### config.mk
export PLATFORM = sky130hd
export DESIGN_NAME = encoder_sector_speed_tracker
export DESIGN_NICKNAME = d
export VERILOG_FILES = /design/src/rtl/core/eset_pkg.sv /design/src/rtl/core/eset_div.sv /design/src/rtl/core/encoder_sector_speed_tracker.sv
export SDC_FILE = /design/constraint.sdc
export NUM_CORES = 2
export LEC_CHECK = 0
export BUFFER_PORTS_ARGS = -buffer_cell sky130_fd_sc_hd__buf_2
export CAP_MARGIN = 20
export CELL_PAD_IN_SITES_DETAIL_PLACEMENT = 1
export CELL_PAD_IN_SITES_GLOBAL_PLACEMENT = 2
export CORE_ASPECT_RATIO = 1.2
export CORE_UTILIZATION = 30
export DETAILED_ROUTE_END_ITERATION = 6
export PLACE_DENSITY_LB_ADDON = 0.15
export REMOVE_ABC_BUFFERS = 1
export SLEW_MARGIN = 15
export SYNTH_ARGS = -nofsm -noshare
export SYNTH_HDL_FRONTEND = slang
export SYNTH_SLANG_ARGS = --single-unit
export TNS_END_PERCENT = 50
### constraint.sdc
create_clock -name i_clk -period 12.2 [get_ports i_clk]
set_input_delay 1.83 -clock i_clk [delete_from_list [all_inputs] [get_ports i_clk]]
set_output_delay 1.83 -clock i_clk [all_outputs]
set_load 0.1 [all_outputs]
### src/rtl/core/eset_pkg.sv
// ----------------------------------------------------------------------------
// eset_pkg
// Shared types and constants for the encoder sector speed tracker.
// ----------------------------------------------------------------------------
package eset_pkg;

    localparam int SECTORS_DEF   = 64;
    localparam int MAX_REVS_DEF  = 8;
    localparam int TIME_BITS_DEF = 48;

    // 60e6 * 2^16 and round(2*pi * 1e6 * 2^16)
    localparam int K_W = 42;
    localparam logic [K_W-1:0] K_RPM  = 42'd3932160000000;
    localparam logic [K_W-1:0] K_RADS = 42'd411774832291;

    localparam int PCT_W = 10;
    localparam logic [PCT_W-1:0] PCT_UNITY = 10'd100;

    localparam int TAB_AW    = 7;
    localparam int TAB_DEPTH = 1 << TAB_AW;

    localparam int Q_W = 32;

    typedef enum logic [2:0] {
        FN_PULSE    = 3'd0,
        FN_INDEX    = 3'd1,
        FN_SET_DIR  = 3'd2,
        FN_VEL_RST  = 3'd3,
        FN_VEL_EN   = 3'd4,
        FN_CAL_REQ  = 3'd5,
        FN_TAB_WR   = 3'd6
    } t_func;

    typedef enum logic [0:0] {
        CFG_SPEED_UNIT = 1'b0,
        CFG_USE_CORR   = 1'b1
    } t_cfg_idx;

    typedef enum logic [2:0] {
        S_IDLE,
        S_READ,
        S_PREP,
        S_DIV,
        S_DONE
    } t_state;

endpackage

### src/rtl/core/eset_div.sv
// ----------------------------------------------------------------------------
// eset_div
// Bit-serial restoring divider, one quotient bit per cycle, 32-bit saturated.
// ----------------------------------------------------------------------------
module eset_div import eset_pkg::*; #(
    parameter int NUM_W = 53,
    parameter int DEN_W = 49
) (
    input  logic             i_clk,
    input  logic             i_rst_n,
    input  logic             i_start,
    input  logic [NUM_W-1:0] i_num,
    input  logic [DEN_W-1:0] i_den,
    output logic             o_done,
    output logic [Q_W-1:0]   o_quo
);

    localparam int CNT_W = $clog2(NUM_W + 1);

    logic [NUM_W-1:0] r_num;
    logic [DEN_W-1:0] r_den;
    logic [DEN_W-1:0] r_rem;
    logic [Q_W-1:0]   r_quo;
    logic             r_sat;
    logic [CNT_W-1:0] r_cnt;
    logic             r_busy;
    logic             r_done;

    logic [DEN_W:0]   trial;
    logic             ge;
    logic [DEN_W-1:0] n_rem;

    always_comb begin
        trial = {r_rem, r_num[NUM_W-1]};
        ge    = trial >= {1'b0, r_den};
        n_rem = ge ? DEN_W'(trial - {1'b0, r_den}) : DEN_W'(trial);
    end

    always_ff @(posedge i_clk) begin
        if (!i_rst_n) begin
            r_busy <= 1'b0;
            r_done <= 1'b0;
            r_cnt  <= '0;
        end else begin
            r_done <= 1'b0;
            if (i_start) begin
                r_busy <= 1'b1;
                r_cnt  <= CNT_W'(NUM_W);
            end else if (r_busy) begin
                r_cnt <= r_cnt - 1'b1;
                if (r_cnt == CNT_W'(1)) begin
                    r_busy <= 1'b0;
                    r_done <= 1'b1;
                end
            end
        end
    end

    always_ff @(posedge i_clk) begin
        if (i_start) begin
            r_num <= i_num;
            r_den <= i_den;
            r_rem <= '0;
            r_quo <= '0;
            r_sat <= 1'b0;
        end else if (r_busy) begin
            r_num <= {r_num[NUM_W-2:0], 1'b0};
            r_rem <= n_rem;
            r_quo <= {r_quo[Q_W-2:0], ge};
            r_sat <= r_sat | r_quo[Q_W-1];
        end
    end

    assign o_done = r_done;
    assign o_quo  = r_sat ? '1 : r_quo;

endmodule

### src/rtl/core/encoder_sector_speed_tracker.sv
// ----------------------------------------------------------------------------
// encoder_sector_speed_tracker
// Period-measurement speed tracker with sector count, calibration capture
// and a per-sector, per-direction correction table.
// ----------------------------------------------------------------------------
//
//  channel   signals                          direction  notes
//  -------   -------------------------------  ---------  ----------------------
//  command   i_valid/o_ready, i_func..        in         one command per txn
//  result    o_valid/i_ready, o_sector..      out        one result per command
//  config    i_cfg_we, i_cfg_index, i_cfg_data in        write only, no wait
//
//  Sequence: tracker state updates on the accept edge. Speed then takes a
//  table read (S_READ), a multiply (S_PREP), the bit-serial divider (S_DIV)
//  and a load (S_DONE) per transaction, from accept to the next accept;
//  S_PREP and S_DIV are skipped when speed is forced to zero (held or no
//  interval).
//  Reset: synchronous, clears the tracker state (not the capture fields)
//  and the table valid bits; unwritten table entries read as 100 percent.
//  No clearing pass. Stalls: the next command is accepted while a result
//  waits; the finished result of that command waits in S_DONE until the output register frees.
//
module encoder_sector_speed_tracker import eset_pkg::*; #(
    parameter int SECTORS   = SECTORS_DEF,
    parameter int MAX_REVS  = MAX_REVS_DEF,
    parameter int TIME_BITS = TIME_BITS_DEF
) (
    input  logic                 i_clk,
    input  logic                 i_rst_n,
    // command channel
    input  logic                 i_valid,
    output logic                 o_ready,
    input  logic [2:0]           i_func,
    input  logic [TIME_BITS-1:0] i_time_us,
    input  logic                 i_dir_value,
    input  logic [5:0]           i_table_sector,
    input  logic                 i_table_dir,
    input  logic [PCT_W-1:0]     i_table_percent,
    // result channel
    output logic                 o_valid,
    input  logic                 i_ready,
    output logic [5:0]           o_sector,
    output logic [31:0]          o_interval_us,
    output logic [31:0]          o_speed_q16,
    output logic                 o_calibrating,
    output logic [3:0]           o_revs_done,
    output logic                 o_capture_valid,
    output logic [5:0]           o_capture_sector,
    output logic [2:0]           o_capture_rev,
    // configuration
    input  logic                 i_cfg_we,
    input  logic                 i_cfg_index,
    input  logic                 i_cfg_data
);

    localparam int SEC_W    = (SECTORS > 1) ? $clog2(SECTORS) : 1;
    localparam int REV_W    = $clog2(MAX_REVS + 1);
    localparam int DEN_MULT = SECTORS * 100;
    localparam int DEN_W    = 32 + $clog2(DEN_MULT + 1);
    localparam int NUM_W    = ((DEN_W > K_W + PCT_W) ? DEN_W : (K_W + PCT_W)) + 1;

    localparam logic [SEC_W-1:0]     SEC_LAST = SEC_W'(SECTORS - 1);
    localparam logic [REV_W-1:0]     REV_MAX  = REV_W'(MAX_REVS);
    localparam logic [TIME_BITS-1:0] IVL_MAX  = TIME_BITS'(33'h0_FFFF_FFFF);

    // ---------------- configuration ----------------
    logic r_speed_unit;
    logic r_use_corr;

    always_ff @(posedge i_clk) begin
        if (!i_rst_n) begin
            r_speed_unit <= 1'b0;
            r_use_corr   <= 1'b0;
        end else if (i_cfg_we) begin
            unique case (t_cfg_idx'(i_cfg_index))
                CFG_SPEED_UNIT: r_speed_unit <= i_cfg_data;
                CFG_USE_CORR:   r_use_corr   <= i_cfg_data;
                default:        ;
            endcase
        end
    end

    // ---------------- tracker state ----------------
    logic [TIME_BITS-1:0] r_last_time, n_last_time;
    logic [31:0]          r_interval, n_interval;
    logic [SEC_W-1:0]     r_sec, n_sec;
    logic                 r_dir, n_dir;
    logic                 r_held, n_held;
    logic                 r_cal_req, n_cal_req;
    logic                 r_cal_act, n_cal_act;
    logic [REV_W-1:0]     r_revs, n_revs;
    logic                 n_cap_valid;
    logic [SEC_W-1:0]     n_cap_sec;
    logic [REV_W-1:0]     n_cap_rev;

    logic                 r_cap_valid;
    logic [SEC_W-1:0]     r_cap_sec;
    logic [REV_W-1:0]     r_cap_rev;

    logic                 accept;
    logic [TIME_BITS-1:0] diff;

    assign accept = i_valid && o_ready;
    assign diff   = i_time_us - r_last_time;

    always_comb begin
        n_last_time = r_last_time;
        n_interval  = r_interval;
        n_sec       = r_sec;
        n_dir       = r_dir;
        n_held      = r_held;
        n_cal_req   = r_cal_req;
        n_cal_act   = r_cal_act;
        n_revs      = r_revs;
        n_cap_valid = 1'b0;
        n_cap_sec   = '0;
        n_cap_rev   = '0;
        unique case (i_func)
            FN_PULSE: begin
                if (r_last_time != '0) begin
                    n_interval = (diff > IVL_MAX) ? 32'hFFFF_FFFF : 32'(diff);
                    if (r_cal_act && r_revs < REV_MAX) begin
                        n_cap_valid = 1'b1;
                        n_cap_sec   = r_sec;
                        n_cap_rev   = r_revs;
                    end
                end
                n_last_time = i_time_us;
                n_sec       = (r_sec == SEC_LAST) ? '0 : r_sec + 1'b1;
            end
            FN_INDEX: begin
                n_sec = '0;
                if (r_cal_req && !r_cal_act) begin
                    n_cal_act = 1'b1;
                    n_cal_req = 1'b0;
                    n_revs    = '0;
                end else if (r_cal_act && r_revs < REV_MAX) begin
                    n_revs = r_revs + 1'b1;
                end
            end
            FN_SET_DIR: begin
                n_dir = i_dir_value;
                n_sec = SEC_LAST - r_sec;
            end
            FN_VEL_RST: begin
                n_held      = 1'b1;
                n_interval  = '0;
                n_last_time = '0;
            end
            FN_VEL_EN:  n_held    = 1'b0;
            FN_CAL_REQ: n_cal_req = 1'b1;
            FN_TAB_WR:  ;
            default:    ;   // unused code: no state change
        endcase
    end

    always_ff @(posedge i_clk) begin
        if (!i_rst_n) begin
            r_last_time <= '0;
            r_interval  <= '0;
            r_sec       <= '0;
            r_dir       <= 1'b0;
            r_held      <= 1'b0;
            r_cal_req   <= 1'b0;
            r_cal_act   <= 1'b0;
            r_revs      <= '0;
        end else if (accept) begin
            r_last_time <= n_last_time;
            r_interval  <= n_interval;
            r_sec       <= n_sec;
            r_dir       <= n_dir;
            r_held      <= n_held;
            r_cal_req   <= n_cal_req;
            r_cal_act   <= n_cal_act;
            r_revs      <= n_revs;
        end
    end

    always_ff @(posedge i_clk) begin
        if (accept) begin
            r_cap_valid <= n_cap_valid;
            r_cap_sec   <= n_cap_sec;
            r_cap_rev   <= n_cap_rev;
        end
    end

    // ---------------- correction table ----------------
    // Valid bit per entry; an entry never written reads as 100 percent.
    logic [PCT_W-1:0]     r_table [TAB_DEPTH];
    logic [TAB_DEPTH-1:0] r_tab_vld;
    logic [PCT_W-1:0]     r_tab_q;
    logic                 r_tab_hit;
    logic [TAB_AW-1:0]    wr_addr;
    logic [TAB_AW-1:0]    rd_addr;
    logic [SEC_W-1:0]     prev_sec;
    logic                 tab_we;

    assign tab_we   = accept && (i_func == FN_TAB_WR);
    assign wr_addr  = {i_table_sector, i_table_dir};
    assign prev_sec = (r_sec == '0) ? SEC_LAST : r_sec - 1'b1;
    assign rd_addr  = {6'(prev_sec), r_dir};

    always_ff @(posedge i_clk) begin
        if (tab_we) begin
            r_table[wr_addr] <= i_table_percent;
        end
    end

    always_ff @(posedge i_clk) begin
        if (!i_rst_n) begin
            r_tab_vld <= '0;
        end else if (tab_we) begin
            r_tab_vld[wr_addr] <= 1'b1;
        end
    end

    // ---------------- sequencer ----------------
    t_state r_state, n_state;
    logic   st_read, st_prep, st_load;
    logic   div_done;
    logic [Q_W-1:0] div_quo;

    always_ff @(posedge i_clk) begin
        if (st_read) begin
            r_tab_q   <= r_table[rd_addr];
            r_tab_hit <= r_tab_vld[rd_addr];
        end
    end

    always_comb begin
        n_state = r_state;
        unique case (r_state)
            S_IDLE: if (accept) n_state = S_READ;
            S_READ: n_state = (r_held || r_interval == '0) ? S_DONE : S_PREP;
            S_PREP: n_state = S_DIV;
            S_DIV:  if (div_done) n_state = S_DONE;
            S_DONE: if (!o_valid || i_ready) n_state = S_IDLE;
            default: n_state = S_IDLE;
        endcase
    end

    always_comb begin
        o_ready = (r_state == S_IDLE);
        st_read = (r_state == S_READ);
        st_prep = (r_state == S_PREP);
        st_load = (r_state == S_DONE) && (!o_valid || i_ready);
    end

    always_ff @(posedge i_clk) begin
        if (!i_rst_n) begin
            r_state <= S_IDLE;
        end else begin
            r_state <= n_state;
        end
    end

    // ---------------- speed datapath ----------------
    logic [DEN_W-1:0] r_den;
    logic             r_zero;
    logic [PCT_W-1:0] pct;
    logic [K_W-1:0]   kval;
    logic [NUM_W-1:0] num;

    always_ff @(posedge i_clk) begin
        if (st_read) begin
            r_den  <= DEN_W'(r_interval) * DEN_W'(DEN_MULT);
            r_zero <= r_held || (r_interval == '0);
        end
    end

    // Product is K_W + PCT_W bits wide; widen operands before the multiply.
    always_comb begin
        pct  = (r_use_corr && r_tab_hit) ? r_tab_q : PCT_UNITY;
        kval = r_speed_unit ? K_RADS : K_RPM;
        num  = NUM_W'(kval) * NUM_W'(pct) + NUM_W'(r_den >> 1);
    end

    eset_div #(
        .NUM_W (NUM_W),
        .DEN_W (DEN_W)
    ) u_div (
        .i_clk   (i_clk),
        .i_rst_n (i_rst_n),
        .i_start (st_prep),
        .i_num   (num),
        .i_den   (r_den),
        .o_done  (div_done),
        .o_quo   (div_quo)
    );

    // ---------------- result register ----------------
    logic r_out_valid;

    always_ff @(posedge i_clk) begin
        if (!i_rst_n) begin
            r_out_valid <= 1'b0;
        end else if (st_load) begin
            r_out_valid <= 1'b1;
        end else if (i_ready) begin
            r_out_valid <= 1'b0;
        end
    end

    always_ff @(posedge i_clk) begin
        if (st_load) begin
            o_sector         <= 6'(r_sec);
            o_interval_us    <= r_interval;
            o_speed_q16      <= r_zero ? '0 : div_quo;
            o_calibrating    <= r_cal_act;
            o_revs_done      <= 4'(r_revs);
            o_capture_valid  <= r_cap_valid;
            o_capture_sector <= 6'(r_cap_sec);
            o_capture_rev    <= 3'(r_cap_rev);
        end
    end

    assign o_valid = r_out_valid;

endmodule

==> results.md <==
* HP Class: flip-flop to flip-flop
* Vias/cell at 4.869
* Global-route wire length before repair at about 370000 um
* Cell variety after synth at 82
* Most frequent cells in the layout: 1514 x edfxtp_1, 581 x inv_1, 462 x mux4_2, 346 x nor2_1, 345 x ha_1
* Synth Flop Type: edfxtp_1
* Wire length per cell at 25.14 um
* Critical path fanouts, max at 9
* CTS H-tree lvls at 4
* CP Class: flip-flop to flip-flop
* Number of enable flip-flop cells after synthesis at 1514
* Share of cells above drive strength 1 at 18.75%
* Sequential share of the synthesized area at 59.84%
* # hold bufs at CTS at 0
* CP startpoint kind: flip-flop
* Die Span X at 492.1 um
* Pin count of the biggest net entering global routing at 124
* CP arrival at 8.93 ns
* Slew HR at 21.64%
* Largest family of logic cells by synthesized area: multiplexers
* Flops & latches, synth at 1828
* Clock Latency Late Sink at just under 0.9 ns
* Worst slew pin tran at around 1.2 ns
* Commonest non-fill, non-tap cell in the layout: edfxtp_1
* Area grow syn2layout at 15.02%
* FMAX at 119.6 MHz
* Die footprint at 0.2904 mm^2
* Final critical-path required period at 8.359 ns
* Tcrit/Tclk final at 68.51%
* Dpl cell area at slightly above 0.09 mm^2
* Resized cells post-CTS at 0
* Clock root cell: clkbuf_16
* RSZ-0062 raised after global routing: false
* Synth Area in Simple Gates at 5.365%
* Max incr delay on CP at ~0.61 ns
* Drt initial violations at 2464
* Post-CTS Setup Bufs at 0
* Placer Congestion at roughly 0.8
* Grt ovf at 0
* DRC Markers at 28
* Vias in the first global route at roughly 53000
* # fillers at 29490
* PwrDens at 178.2 mW/mm^2
* Port Buffer Count at 162
* # nets final at ~6700
* Mapped Area at between 0.08 and 0.09 mm^2
* Num rows at 215
* Synth Warn # at 0
* Setup TNS at 0 ns
* CP Capture Type: flip-flop
* PnR Total Power at 17.73 mW
* Design Area, Final at between 0.09 and 0.1 mm^2
* Maximum vdd drop at 158.7 uV
* Max_cap viols at 0
* Slowest-stage cell, CP: ha_1
* Post-Synth XOR/XNOR Area at about 1.6%
* Total Wirelength at 252100 um
* Register area at 0.05176 mm^2
* Syn Area/Cell at 15.02 um^2
* Global Route Usage Sum at 17.27%
* Longest Clk Path Bufs at 4
* Cts bufs inserted at 208
* Clock sink count at 1828
* # IOs at 163
* Starting density of the core at between 30% and 40%
* Die height at 590.1 um
* Leak at 35.84 nW
* Initial antenna violation count at 15
* Post-DP HPWL at 175100 um
* First-pass detailed-route iteration total at 7
* Area taken by multi-input logic gates at ~0.032 mm^2
* Worst path top cell family by delay: adder cells
* CTS tree: built
* CTS clock-pin slew for the worst setup and hold paths at ~0.06 ns
* Max-slew violations at 0
* Post-synthesis compound-gate area fraction at under 10%
* Final setup violation count at 0
* Ys async rst share at 0%
* Run status: finished, violations left
* Post-synthesis mux area share at 13.00%
* Worst path bufs/invs at 4
* Core area at 0.2862 mm^2
* Worst Path Required at between 10 and 15 ns
* Layout Skew at 0.06157 ns
* Routed Antenna Nets at 0
* Violated checks: design-rule violations
* Post-Synth Adder-Cell Area at 10.15%
* Via count at 48830
* Post-Synthesis Cells at approximately 5800
* Final Hold Fails at 0
## power by group
group,internal [mW],switching [mW],total [mW]
combinational,1.50,2.54,4.04
sequential,7.10,0.234,7.33
clock,3.77,2.58,6.35
total,12.4,5.36,17.7
## logic make-up (layout without fill, tap and decap cells)
family	count (synthesis)	in the layout
compound gates	854	854
xor+xnor	160	160
fa+ha+maj	568	568
buf+inv	822	1291
flops	1828	1828
mux	544	544
other cells	2	6
simple gates	981	981
## state kept, by name, summed over array words and instances (netlist names), 4 cells and up
register	flops
r_tab_vld	128
u_div.r_den	37
o_sector	6
r_interval	32
o_revs_done	4
o_interval_us	32
u_div.r_rem	45
r_den	37
u_div.r_cnt	6
u_div.r_num	53
u_div.r_quo	32
r_revs	4
r_tab_q	10
r_sec	6
r_last_time	48
r_table	1280
o_speed_q16	32
r_cap_sec	6
o_capture_sector	6
## path summary, 6_finish.rpt
path	startpoint	endpoint	slack [ns]	cells past startpoint
hold / removal	r_cap_rev[0]	o_capture_rev[0]	0.42	0
setup reg to reg	r_use_corr	u_div.r_num[49]	3.84	26
hold reg to reg	r_cap_rev[0]	o_capture_rev[0]	0.42	0
setup / recovery	r_use_corr	u_div.r_num[49]	3.84	26
## final cells by class
cell class,instances,share of cell area [%]
inverter,583,2.201
multi-input combinational,3110,31.91
sequential,1828,52.03
antenna,3,0.007547
clock buffer,271,5.592
tap,3797,4.776
clock inverter,104,1.233
timing repair buffer,333,2.245
## cells in the mapped netlist, drive strengths merged, types with 5 or more instances
cell | count | area [um^2]
edfxtp | 1514 | 45460
inv | 582 | 2185
mux4 | 462 | 10400
nor2 | 355 | 1333
ha | 346 | 4329
dfxtp | 314 | 6286
nand2 | 249 | 934.7
fa | 222 | 4444
clkbuf | 201 | 754.5
a21oi | 192 | 964.7
o21ai | 189 | 945.9
o21a | 151 | 1134
xnor2 | 99 | 867.1
a21o | 94 | 705.7
nor2b | 82 | 513.0
nor3 | 71 | 425.4
mux2i | 70 | 700.7
xor2 | 61 | 534.3
a22oi | 49 | 367.9
nand3 | 44 | 220.2
buf | 38 | 168.9
nand2b | 37 | 231.5
nand4 | 31 | 209.0
a31oi | 30 | 187.7
and3 | 27 | 168.9
o21bai | 26 | 195.2
and2 | 19 | 118.9
nor4 | 18 | 112.6
o211ai | 13 | 102.6
a211oi | 12 | 90.09
a21boi | 12 | 90.09
mux2 | 12 | 135.1
o31ai | 12 | 90.09
o41ai | 11 | 103.9
nor3b | 10 | 75.07
or3 | 10 | 62.56
a31o | 9 | 78.83
nand3b | 9 | 67.56
a2111oi | 7 | 82.58
a221oi | 6 | 52.55
a311oi | 6 | 52.55
a41oi | 6 | 52.55
or2 | 6 | 37.54
a221o | 5 | 50.05
o22ai | 5 | 31.28
## through the flow
| stage | util (%) | cells | setup slack, ns | hold WS (ns) |
|---|---|---|---|---|
| finish | 34.75 | 10030 | 3.841 | 0.4155 |
| global route | 34.75 | 10030 | 3.177 | 0.4288 |
| CTS | 34.67 | 10000 | 3.746 | 0.4181 |
| detailed placement | 32.30 | 9626 | 3.744 | 0.4057 |
| global placement | 32.22 | 9596 | 3.763 | 0.4104 |
| floorplan | - | 5521 | -28.14 | 0.4003 |
## worst reg2reg max path, delay by kind of cell, from the launching register on
kind | cells | cell delay (ns)
compound gates | 9 | 2.55
xor+xnor | 1 | 0.16
fa+ha+maj | 7 | 3.37
buf+inv | 4 | 0.44
flops | 1 | 0.37
simple gates | 5 | 1.21
## per-layer routing
layer	track usage [%]	routed length, um
met4	4.245	5606
met1	20.76	102800
met5	0	0
met3	1.830	6715
met2	32.60	137000
(Power assumes the default switching activity.)
